==> src/rtl/window_permutation_lehmer_rank_top_assert.svh <==
// ----------------------------------------------------------------------------
// Assertion macros for the window permutation Lehmer rank block
// Concurrent checks clocked on aclk, disabled during reset.
// ----------------------------------------------------------------------------
`ifndef WINDOW_PERMUTATION_LEHMER_RANK_TOP_ASSERT_SVH
`define WINDOW_PERMUTATION_LEHMER_RANK_TOP_ASSERT_SVH

// Same-cycle implication.
`define WPLR_ASSERT_NOW(label, clk, rstn, ante, cons) \
    label: assert property (@(posedge clk) disable iff (!(rstn)) (ante) |-> (cons)) \
        else $error("wplr assertion failed");

// Next-cycle implication.
`define WPLR_ASSERT_NEXT(label, clk, rstn, ante, cons) \
    label: assert property (@(posedge clk) disable iff (!(rstn)) (ante) |=> (cons)) \
        else $error("wplr assertion failed");

`endif

==> src/rtl/wplr_pkg.sv <==
`timescale 1ns / 1ps
// ----------------------------------------------------------------------------
// wplr_pkg
// Shared constants, queue entry type and factorial table.
// ----------------------------------------------------------------------------
package wplr_pkg;

    localparam int          MAX_SYMBOLS_DEF  = 12;
    localparam int          SYM_W            = 8;
    localparam int          CNT_W            = 4;
    localparam int          RANK_W           = 29;
    localparam int          DIGIT_W          = 5;
    localparam int          FACT_IDX_W       = 5;
    localparam int          QUEUE_DEPTH      = 2;
    localparam logic [CNT_W-1:0] SYMBOL_COUNT_RST = 4'd12;

    typedef struct packed {
        logic [DIGIT_W-1:0] digit;
        logic [RANK_W-1:0]  fact;
        logic               bad;
        logic               last;
    } wplr_entry_t;

    // factorials modulo 2^29
    function automatic logic [RANK_W-1:0] fact_mod(input logic [FACT_IDX_W-1:0] idx);
        logic [RANK_W-1:0] f;
        unique case (idx)
            5'd0:    f = 29'd1;
            5'd1:    f = 29'd1;
            5'd2:    f = 29'd2;
            5'd3:    f = 29'd6;
            5'd4:    f = 29'd24;
            5'd5:    f = 29'd120;
            5'd6:    f = 29'd720;
            5'd7:    f = 29'd5040;
            5'd8:    f = 29'd40320;
            5'd9:    f = 29'd362880;
            5'd10:   f = 29'd3628800;
            5'd11:   f = 29'd39916800;
            5'd12:   f = 29'd479001600;
            5'd13:   f = 29'd321440768;
            5'd14:   f = 29'd205203456;
            5'd15:   f = 29'd393697280;
            5'd16:   f = 29'd393576448;
            5'd17:   f = 29'd248348672;
            5'd18:   f = 29'd175308800;
            5'd19:   f = 29'd109641728;
            default: f = '0;
        endcase
        return f;
    endfunction

endpackage

==> src/rtl/window_permutation_lehmer_rank_top.sv <==
`timescale 1ns / 1ps
// m_tvalid rises when the back pops the last symbol of a window from the queue and registers its result.
// Throughput: one symbol per cycle while the queue is not full; one result per n-1 symbols, n = clamped symbol_count.
// The rate is set by the front's combinational bitmap check and the back's multiply-add.
// Reset (aresetn low, synchronous): symbol_count = 12, window state, queue and output valid cleared.
// A configuration write also clears the window state and the queue.
// ----------------------------------------------------------------------------
// window_permutation_lehmer_rank_top
// Ranks permutation windows of n-1 symbols by their Lehmer code.
// ----------------------------------------------------------------------------
module window_permutation_lehmer_rank_top
    import wplr_pkg::*;
#(
    parameter int MAX_SYMBOLS = MAX_SYMBOLS_DEF
) (
    input  logic             aclk,
    input  logic             aresetn,
    input  logic             cfg_wr_en,
    input  logic [CNT_W-1:0] cfg_wr_data,   // symbol_count
    input  logic             s_tvalid,
    output logic             s_tready,
    input  logic [7:0]       s_tdata,       // [7:0] symbol
    output logic             m_tvalid,
    input  logic             m_tready,
    output logic [31:0]      m_tdata,       // [28:0] rank, [31:29] zero
    output logic [0:0]       m_tuser        // [0] status
);

    wplr_entry_t       push_entry;
    wplr_entry_t       head;
    logic              push;
    logic              full;
    logic              pop;
    logic              not_empty;
    logic [RANK_W-1:0] rank;
    logic              status;

    wplr_front #(
        .MAX_SYMBOLS (MAX_SYMBOLS)
    ) u_front (
        .aclk        (aclk),
        .aresetn     (aresetn),
        .cfg_wr_en   (cfg_wr_en),
        .cfg_wr_data (cfg_wr_data),
        .s_tvalid    (s_tvalid),
        .s_tready    (s_tready),
        .s_symbol    (s_tdata),
        .q_full      (full),
        .q_push      (push),
        .q_entry     (push_entry)
    );

    wplr_fifo u_fifo (
        .aclk       (aclk),
        .aresetn    (aresetn),
        .flush      (cfg_wr_en),
        .push       (push),
        .push_entry (push_entry),
        .full       (full),
        .pop        (pop),
        .not_empty  (not_empty),
        .head       (head)
    );

    wplr_back u_back (
        .aclk     (aclk),
        .aresetn  (aresetn),
        .clear    (cfg_wr_en),
        .in_valid (not_empty),
        .in_entry (head),
        .pop      (pop),
        .m_tvalid (m_tvalid),
        .m_tready (m_tready),
        .m_rank   (rank),
        .m_status (status)
    );

    assign m_tdata = {3'b000, rank};
    assign m_tuser = status;

endmodule

==> src/rtl/wplr_front.sv <==
`timescale 1ns / 1ps
// ----------------------------------------------------------------------------
// wplr_front
// Accepts window symbols, checks range and repeats against the seen bitmap,
// and forms the Lehmer digit and factorial weight of each symbol.
// ----------------------------------------------------------------------------
module wplr_front
    import wplr_pkg::*;
#(
    parameter int MAX_SYMBOLS = MAX_SYMBOLS_DEF
) (
    input  logic               aclk,
    input  logic               aresetn,
    input  logic               cfg_wr_en,
    input  logic [CNT_W-1:0]   cfg_wr_data,
    input  logic               s_tvalid,
    output logic               s_tready,
    input  logic [SYM_W-1:0]   s_symbol,
    input  logic               q_full,
    output logic               q_push,
    output wplr_entry_t        q_entry
);

    localparam int IDX_W = $clog2(MAX_SYMBOLS);

    logic [CNT_W-1:0]       symbol_count_reg;
    logic [MAX_SYMBOLS-1:0] seen_reg, seen_next;
    logic [IDX_W-1:0]       position_reg, position_next;

    logic                   accept;
    logic                   good;
    logic                   last;
    logic [IDX_W-1:0]       digit;
    logic [FACT_IDX_W-1:0]  fact_idx;

    assign s_tready = !q_full;
    assign accept   = s_tvalid && s_tready;
    assign q_push   = accept;

    always_comb begin
        int n_val;
        int x_val;
        logic in_range;
        logic hit;
        logic [IDX_W-1:0] idx;
        logic [IDX_W-1:0] smaller;
        logic [MAX_SYMBOLS-1:0] below_mask;

        n_val = int'(symbol_count_reg);
        if (n_val < 2) n_val = 2;
        if (n_val > MAX_SYMBOLS) n_val = MAX_SYMBOLS;
        x_val    = int'(s_symbol);
        in_range = (x_val >= 1) && (x_val <= n_val);
        idx      = IDX_W'(s_symbol - 8'd1);
        hit        = 1'b0;
        below_mask = '0;
        for (int i = 0; i < MAX_SYMBOLS; i++) begin
            if (i == int'(idx)) hit = seen_reg[i];
            if (i < int'(idx)) below_mask[i] = 1'b1;
        end
        smaller  = IDX_W'($countones(seen_reg & below_mask));
        good     = in_range && !hit;
        digit    = idx - smaller;
        last     = (int'(position_reg) + 1) >= (n_val - 1);
        fact_idx = FACT_IDX_W'(n_val - 1 - int'(position_reg));

        seen_next = seen_reg;
        for (int i = 0; i < MAX_SYMBOLS; i++) begin
            if (good && (i == int'(idx))) seen_next[i] = 1'b1;
        end
        position_next = position_reg + IDX_W'(1);
    end

    always_comb begin
        q_entry.digit = DIGIT_W'(digit);
        q_entry.fact  = fact_mod(fact_idx);
        q_entry.bad   = !good;
        q_entry.last  = last;
    end

    always_ff @(posedge aclk) begin
        if (!aresetn) begin
            symbol_count_reg <= SYMBOL_COUNT_RST;
            seen_reg         <= '0;
            position_reg     <= '0;
        end else if (cfg_wr_en) begin
            symbol_count_reg <= cfg_wr_data;
            seen_reg         <= '0;
            position_reg     <= '0;
        end else if (accept) begin
            if (last) begin
                seen_reg     <= '0;
                position_reg <= '0;
            end else begin
                seen_reg     <= seen_next;
                position_reg <= position_next;
            end
        end
    end

endmodule

==> src/rtl/wplr_fifo.sv <==
`timescale 1ns / 1ps
// ----------------------------------------------------------------------------
// wplr_fifo
// Short queue of classified symbols between front and back.
// ----------------------------------------------------------------------------
module wplr_fifo
    import wplr_pkg::*;
(
    input  logic        aclk,
    input  logic        aresetn,
    input  logic        flush,
    input  logic        push,
    input  wplr_entry_t push_entry,
    output logic        full,
    input  logic        pop,
    output logic        not_empty,
    output wplr_entry_t head
);

    localparam int PTR_W = $clog2(QUEUE_DEPTH);
    localparam int CT_W  = $clog2(QUEUE_DEPTH + 1);

    wplr_entry_t      mem_reg [QUEUE_DEPTH];
    logic [PTR_W-1:0] wr_ptr_reg, rd_ptr_reg;
    logic [CT_W-1:0]  count_reg, count_next;

    assign full      = (count_reg == CT_W'(QUEUE_DEPTH));
    assign not_empty = (count_reg != '0);
    assign head      = mem_reg[rd_ptr_reg];

    always_comb begin
        count_next = count_reg;
        if (push && !pop) count_next = count_reg + CT_W'(1);
        if (pop && !push) count_next = count_reg - CT_W'(1);
    end

    always_ff @(posedge aclk) begin
        if (push) mem_reg[wr_ptr_reg] <= push_entry;
    end

    always_ff @(posedge aclk) begin
        if (!aresetn || flush) begin
            wr_ptr_reg <= '0;
            rd_ptr_reg <= '0;
            count_reg  <= '0;
        end else begin
            if (push) wr_ptr_reg <= wr_ptr_reg + PTR_W'(1);
            if (pop)  rd_ptr_reg <= rd_ptr_reg + PTR_W'(1);
            count_reg <= count_next;
        end
    end

endmodule

==> src/rtl/wplr_back.sv <==
`timescale 1ns / 1ps
// ----------------------------------------------------------------------------
// wplr_back
// Accumulates digit times factorial, and registers the rank and status at
// the end of each window.
// ----------------------------------------------------------------------------
module wplr_back
    import wplr_pkg::*;
(
    input  logic              aclk,
    input  logic              aresetn,
    input  logic              clear,
    input  logic              in_valid,
    input  wplr_entry_t       in_entry,
    output logic              pop,
    output logic              m_tvalid,
    input  logic              m_tready,
    output logic [RANK_W-1:0] m_rank,
    output logic              m_status
);

    logic [RANK_W-1:0] rank_sum_reg;
    logic              bad_reg;
    logic              out_valid_reg;
    logic [RANK_W-1:0] out_rank_reg;
    logic              out_status_reg;

    logic [RANK_W-1:0] product;
    logic [RANK_W-1:0] sum_next;
    logic              bad_next;

    assign pop = in_valid && (!in_entry.last || !out_valid_reg || m_tready);

    always_comb begin
        product  = RANK_W'(in_entry.digit * in_entry.fact);
        sum_next = rank_sum_reg + product;
        bad_next = bad_reg | in_entry.bad;
    end

    assign m_tvalid = out_valid_reg;
    assign m_rank   = out_rank_reg;
    assign m_status = out_status_reg;

    always_ff @(posedge aclk) begin
        if (!aresetn || clear) begin
            rank_sum_reg <= '0;
            bad_reg      <= 1'b0;
        end else if (pop) begin
            if (in_entry.last) begin
                rank_sum_reg <= '0;
                bad_reg      <= 1'b0;
            end else begin
                rank_sum_reg <= sum_next;
                bad_reg      <= bad_next;
            end
        end
    end

    always_ff @(posedge aclk) begin
        if (!aresetn) begin
            out_valid_reg <= 1'b0;
        end else if (pop && in_entry.last) begin
            out_valid_reg <= 1'b1;
        end else if (m_tready) begin
            out_valid_reg <= 1'b0;
        end
    end

    always_ff @(posedge aclk) begin
        if (pop && in_entry.last) begin
            out_rank_reg   <= bad_next ? '0 : sum_next;
            out_status_reg <= bad_next;
        end
    end

`include "window_permutation_lehmer_rank_top_assert.svh"

    `WPLR_ASSERT_NOW(a_bad_rank_zero, aclk, aresetn, out_valid_reg && out_status_reg, out_rank_reg == '0)
    `WPLR_ASSERT_NEXT(a_last_gives_result, aclk, aresetn, pop && in_entry.last, out_valid_reg)
    `WPLR_ASSERT_NEXT(a_clear_resets_sum, aclk, aresetn, clear, rank_sum_reg == '0 && !bad_reg)
    `WPLR_ASSERT_NEXT(a_idle_sum_holds, aclk, aresetn, !in_valid && !clear, $stable(rank_sum_reg))

endmodule
==> config.mk <==
export PLATFORM = sky130hd
export DESIGN_NAME = window_permutation_lehmer_rank_top
export DESIGN_NICKNAME = d
export VERILOG_FILES = /design/src/rtl/wplr_pkg.sv /design/src/rtl/window_permutation_lehmer_rank_top.sv /design/src/rtl/wplr_front.sv /design/src/rtl/wplr_fifo.sv /design/src/rtl/wplr_back.sv
export VERILOG_INCLUDE_DIRS = /design/src /design/src/rtl
export SDC_FILE = /design/constraint.sdc
export NUM_CORES = 1
export LEC_CHECK = 0
export BUFFER_PORTS_ARGS = -buffer_cell sky130_fd_sc_hd__buf_2
export CAP_MARGIN = 0
export CORE_UTILIZATION = 35
export CTS_CLUSTER_SIZE = 30
export DETAILED_ROUTE_END_ITERATION = 10
export SYNTH_ARGS = -nofsm -noshare
export SYNTH_HDL_FRONTEND = slang
export SYNTH_SLANG_ARGS = --single-unit
==> constraint.sdc <==
create_clock -name aclk -period 15.6 [get_ports aclk]
set_clock_uncertainty 0.1 [all_clocks]
set_input_delay 0 -clock aclk [delete_from_list [all_inputs] [get_ports aclk]]
set_output_delay 0 -clock aclk [all_outputs]
set_load 0.02 [all_outputs]
==> impl_metrics.csv <==
group,metric,value,unit
critical_path,worstPathRequired,15.67,ns
synthesis,synthCells,1139,
grt,grt_antenna_before_repair,0,
power,power_density,141,nW/um2
floorplan,core.rowCount,66,
critical_path,worst_ep_arrival_time,6.18,ns
final_layout,final_nets,1393,
clock_tree,cts_max_path_buffers,2,
clock_tree,insertion_delay,0.43,ns
floorplan,core-area,32600,um2
floorplan,pin_count,52,
synthesis,netlist_area,11600,um2
final_layout,stdcell_area,13000,um2
route,postRouteAntennaNets,0,
grt,grt_pass1_vias,8002,
floorplan,initial_utilization,35.6,%
route,drt_iter0_markers,660,
route,wire_per_inst,15.1,um
route,wirelength,24800,um
clock_tree,clk_pin_slew,0.07,ns
floorplan,dieArea,33900,um2
final_layout,n_antenna_cell,0,
critical_path,critical_path.top_delay_family,"compound AO/OA/AOI/OAI gates",
critical_path,path_cells,"buf_4, nor2b_1, a21oi_2, nor2_1, ha_1, fa_1, inv_1, fa_1, inv_1, ha_1, nand3_1, o211ai_1, o31ai_2, a21oi_1, a2111o_1, o31ai_2, xor2_1, nor2_1",
final_layout,stdcell_count,1649,
synthesis,ys_ff_latch,156,
final_layout,num-fill-cells,3167,
synthesis,synthArstFlopShare,0,%
grt,grt_overflow,0,
placement,dp_hpwl,18800,um
placement,dp_cells,1601,
power,p_leak,5.54,nW
grt,grt_pass1_wl,41500,um
timing,finalSetupTns,0,ns
clock_tree,clock-sinks,156,
timing,tightestPinTransition,1.25,ns
clock_tree,htree_num_levels,4,
timing,finalHoldViolCount,0,
route,num_vias,7971,
grt,grt_max_degree,45,
final_layout,largest_reg_flops,70,
flow_run,maxCapViolations,0,
final_layout,drive_above_1_share,11.1,%
power,power,1.83,mW
power,irDropWorstVdd,0.0770,mV
synthesis,synth_top_cell_by_area,"edfxtp_1",
synthesis,synth-main-ff-cell,"edfxtp_1",
timing,slew-limit-headroom,16.1,%
floorplan,die_x,184,um
critical_path,crit_buf_inv,3,
worst_hold_path,hp-class,"input pin to flop",
critical_path,crit_type,"flop to flop",
grt,track_usage,15.6,%
placement,port_buffers,48,
final_layout,area_growth,12.1,%
timing,finalMaxSlewViolations,0,
timing,max_freq,0.164,GHz
timing,grt_setup_unrepaired,"no",
synthesis,syn_avg_cell_area,10.2,um2
synthesis,ys_warn_count,0,
route,drc,0,
timing,min_period,6.10,ns
placement,gp_congestion,0.950,
route,viasPerCell,4.83,
synthesis,synth_edf_count,100,
critical_path,endpoint_kind,"flop",
synthesis,ys_seq_area_share,35.5,%
critical_path,slowest_delay,0.88,ns
critical_path,startpoint_type,"flop",
clock_tree,cts_root_buf,"clkbuf_16",
timing,period_share,39.1,%
floorplan,die_h,184,um
run_status,status,"finished, final reports clean",
clock_tree,cts_setup_buffers,0,
timing,setup_viol,0,
critical_path,path_max_fanout,44,
synthesis,yosysTopAreaCellShare,25.9,%
synthesis,synthDistinctLibCells,79,
clock_tree,cts_tree,"done",
synthesis,synth.area.top_cells,"edfxtp_1 26%, fa_1 15%, ha_1 10%",
clock_tree,ctsResizeCount,0,
placement,placed_area,12300,um2
clock_tree,cts_buffers,17,
critical_path,crit_slowest_cell,"a21oi_2",
route,firstDrtPassIters,6,
[cell usage after synthesis, types with 5 or more instances]
cell and n:
a211oi_1 5, a21boi_0 6, a21o_1 14, a21oi_1 44, a22o_1 13, and2_1 20, and3_1 6, clkbuf_1 22
dfxtp_1 56, edfxtp_1 100, fa_1 87, ha_1 95, inv_1 147, mux2i_1 33, nand2_1 49, nand2b_1 7
nand3_1 16, nand3b_1 5, nor2_1 167, nor2b_1 16, nor3_1 11, nor4_1 10, o211ai_1 5, o21a_1 6
o21ai_0 26, o21ai_1 10, o22ai_1 6, o31a_1 9, or2_2 10, xnor2_1 34, xor2_1 22
[placed cells by master (no fill, tap or decap), types with 34 or more instances in the layout]
cell type / Yosys / final
nor2_1: 167 / 165
inv_1: 147 / 147
ha_1: 95 / 95
xnor2_1: 34 / 34
nand2_1: 49 / 49
dfxtp_1: 56 / 55
edfxtp_1: 100 / 100
fa_1: 87 / 87
buf_2: 4 / 48
a21oi_1: 44 / 43
[worst min-delay path, cell delays in order]
cell,delay [ns]
buf_2,0.18
nor2b_1,0.18
a32o_2,0.18
[logic make-up after synthesis]
family / synth area share [%]
buf+inv: 7.05
xor+xnor: 4.22
fa+ha+maj: 25.3
simple gates: 13.6
other cells: 0.0323
mux: 2.94
flops: 35.5
compound gates: 11.3
[worst paths after layout]
path | start | endpoint | slack, ns | depth (start not counted)
setup / recovery | flop | u_back.m_rank[27] | 9.50 | 18
hold / removal | s_tdata[0] | u_front.seen_reg[9] | 0.05 | 3
setup reg to reg | flop | u_back.m_rank[27] | 9.50 | 18
hold reg to reg | u_back.rank_sum_reg[0] | u_back.rank_sum_reg[0] | 0.36 | 2
[layout make-up]
class | instances | area [um2] | area share, %
multi-input cells | 797 | 6710 | 51.5
flip-flops and latches | 156 | 4130 | 31.7
inverters | 149 | 559 | 4.30
well taps | 442 | 553 | 4.25
repair buffers | 73 | 468 | 3.59
clock buffers | 17 | 425 | 3.27
clock inverters | 15 | 178 | 1.36
[timing repair]
| item | in CTS | in global routing |
|---|---|---|
| setup endpoints to repair | 0 | 0 |
| endpoints found under the hold margin | 7 | 0 |
| hold buffers | 16 | 0 |
[power by group]
part	internal [mW]	switching, mW	leakage (nW)
Sequential	0.485	0.0131	1.39
Clock	0.242	0.187	0.286
Combinational	0.352	0.553	3.86
Total	1.08	0.754	5.54
[per-stage QoR]
| stage | setup WS (ns) | hold WS, ns | util (%) |
|---|---|---|---|
| 2_1_floorplan | 10.10 | -0.00136 | - |
| 3_3_place_gp | 9.63 | 0.125 | 37.6 |
| 3_5_place_dp | 9.52 | 0.126 | 37.6 |
| 4_1_cts | 9.52 | 0.0298 | 39.9 |
| 5_1_grt | 9.18 | 0.0589 | 39.9 |
| 6_report | 9.50 | 0.0513 | 39.9 |
[layer usage]
layer	track usage (%)	up-vias	share of wire [%]
li1	-	3959	-
met1	21.4	3809	49
met2	25.4	174	46
met3	2.59	29	3.8
met4	4.00	0	1.2
met5	0	-	0
Power figures use the tool's default switching activity.
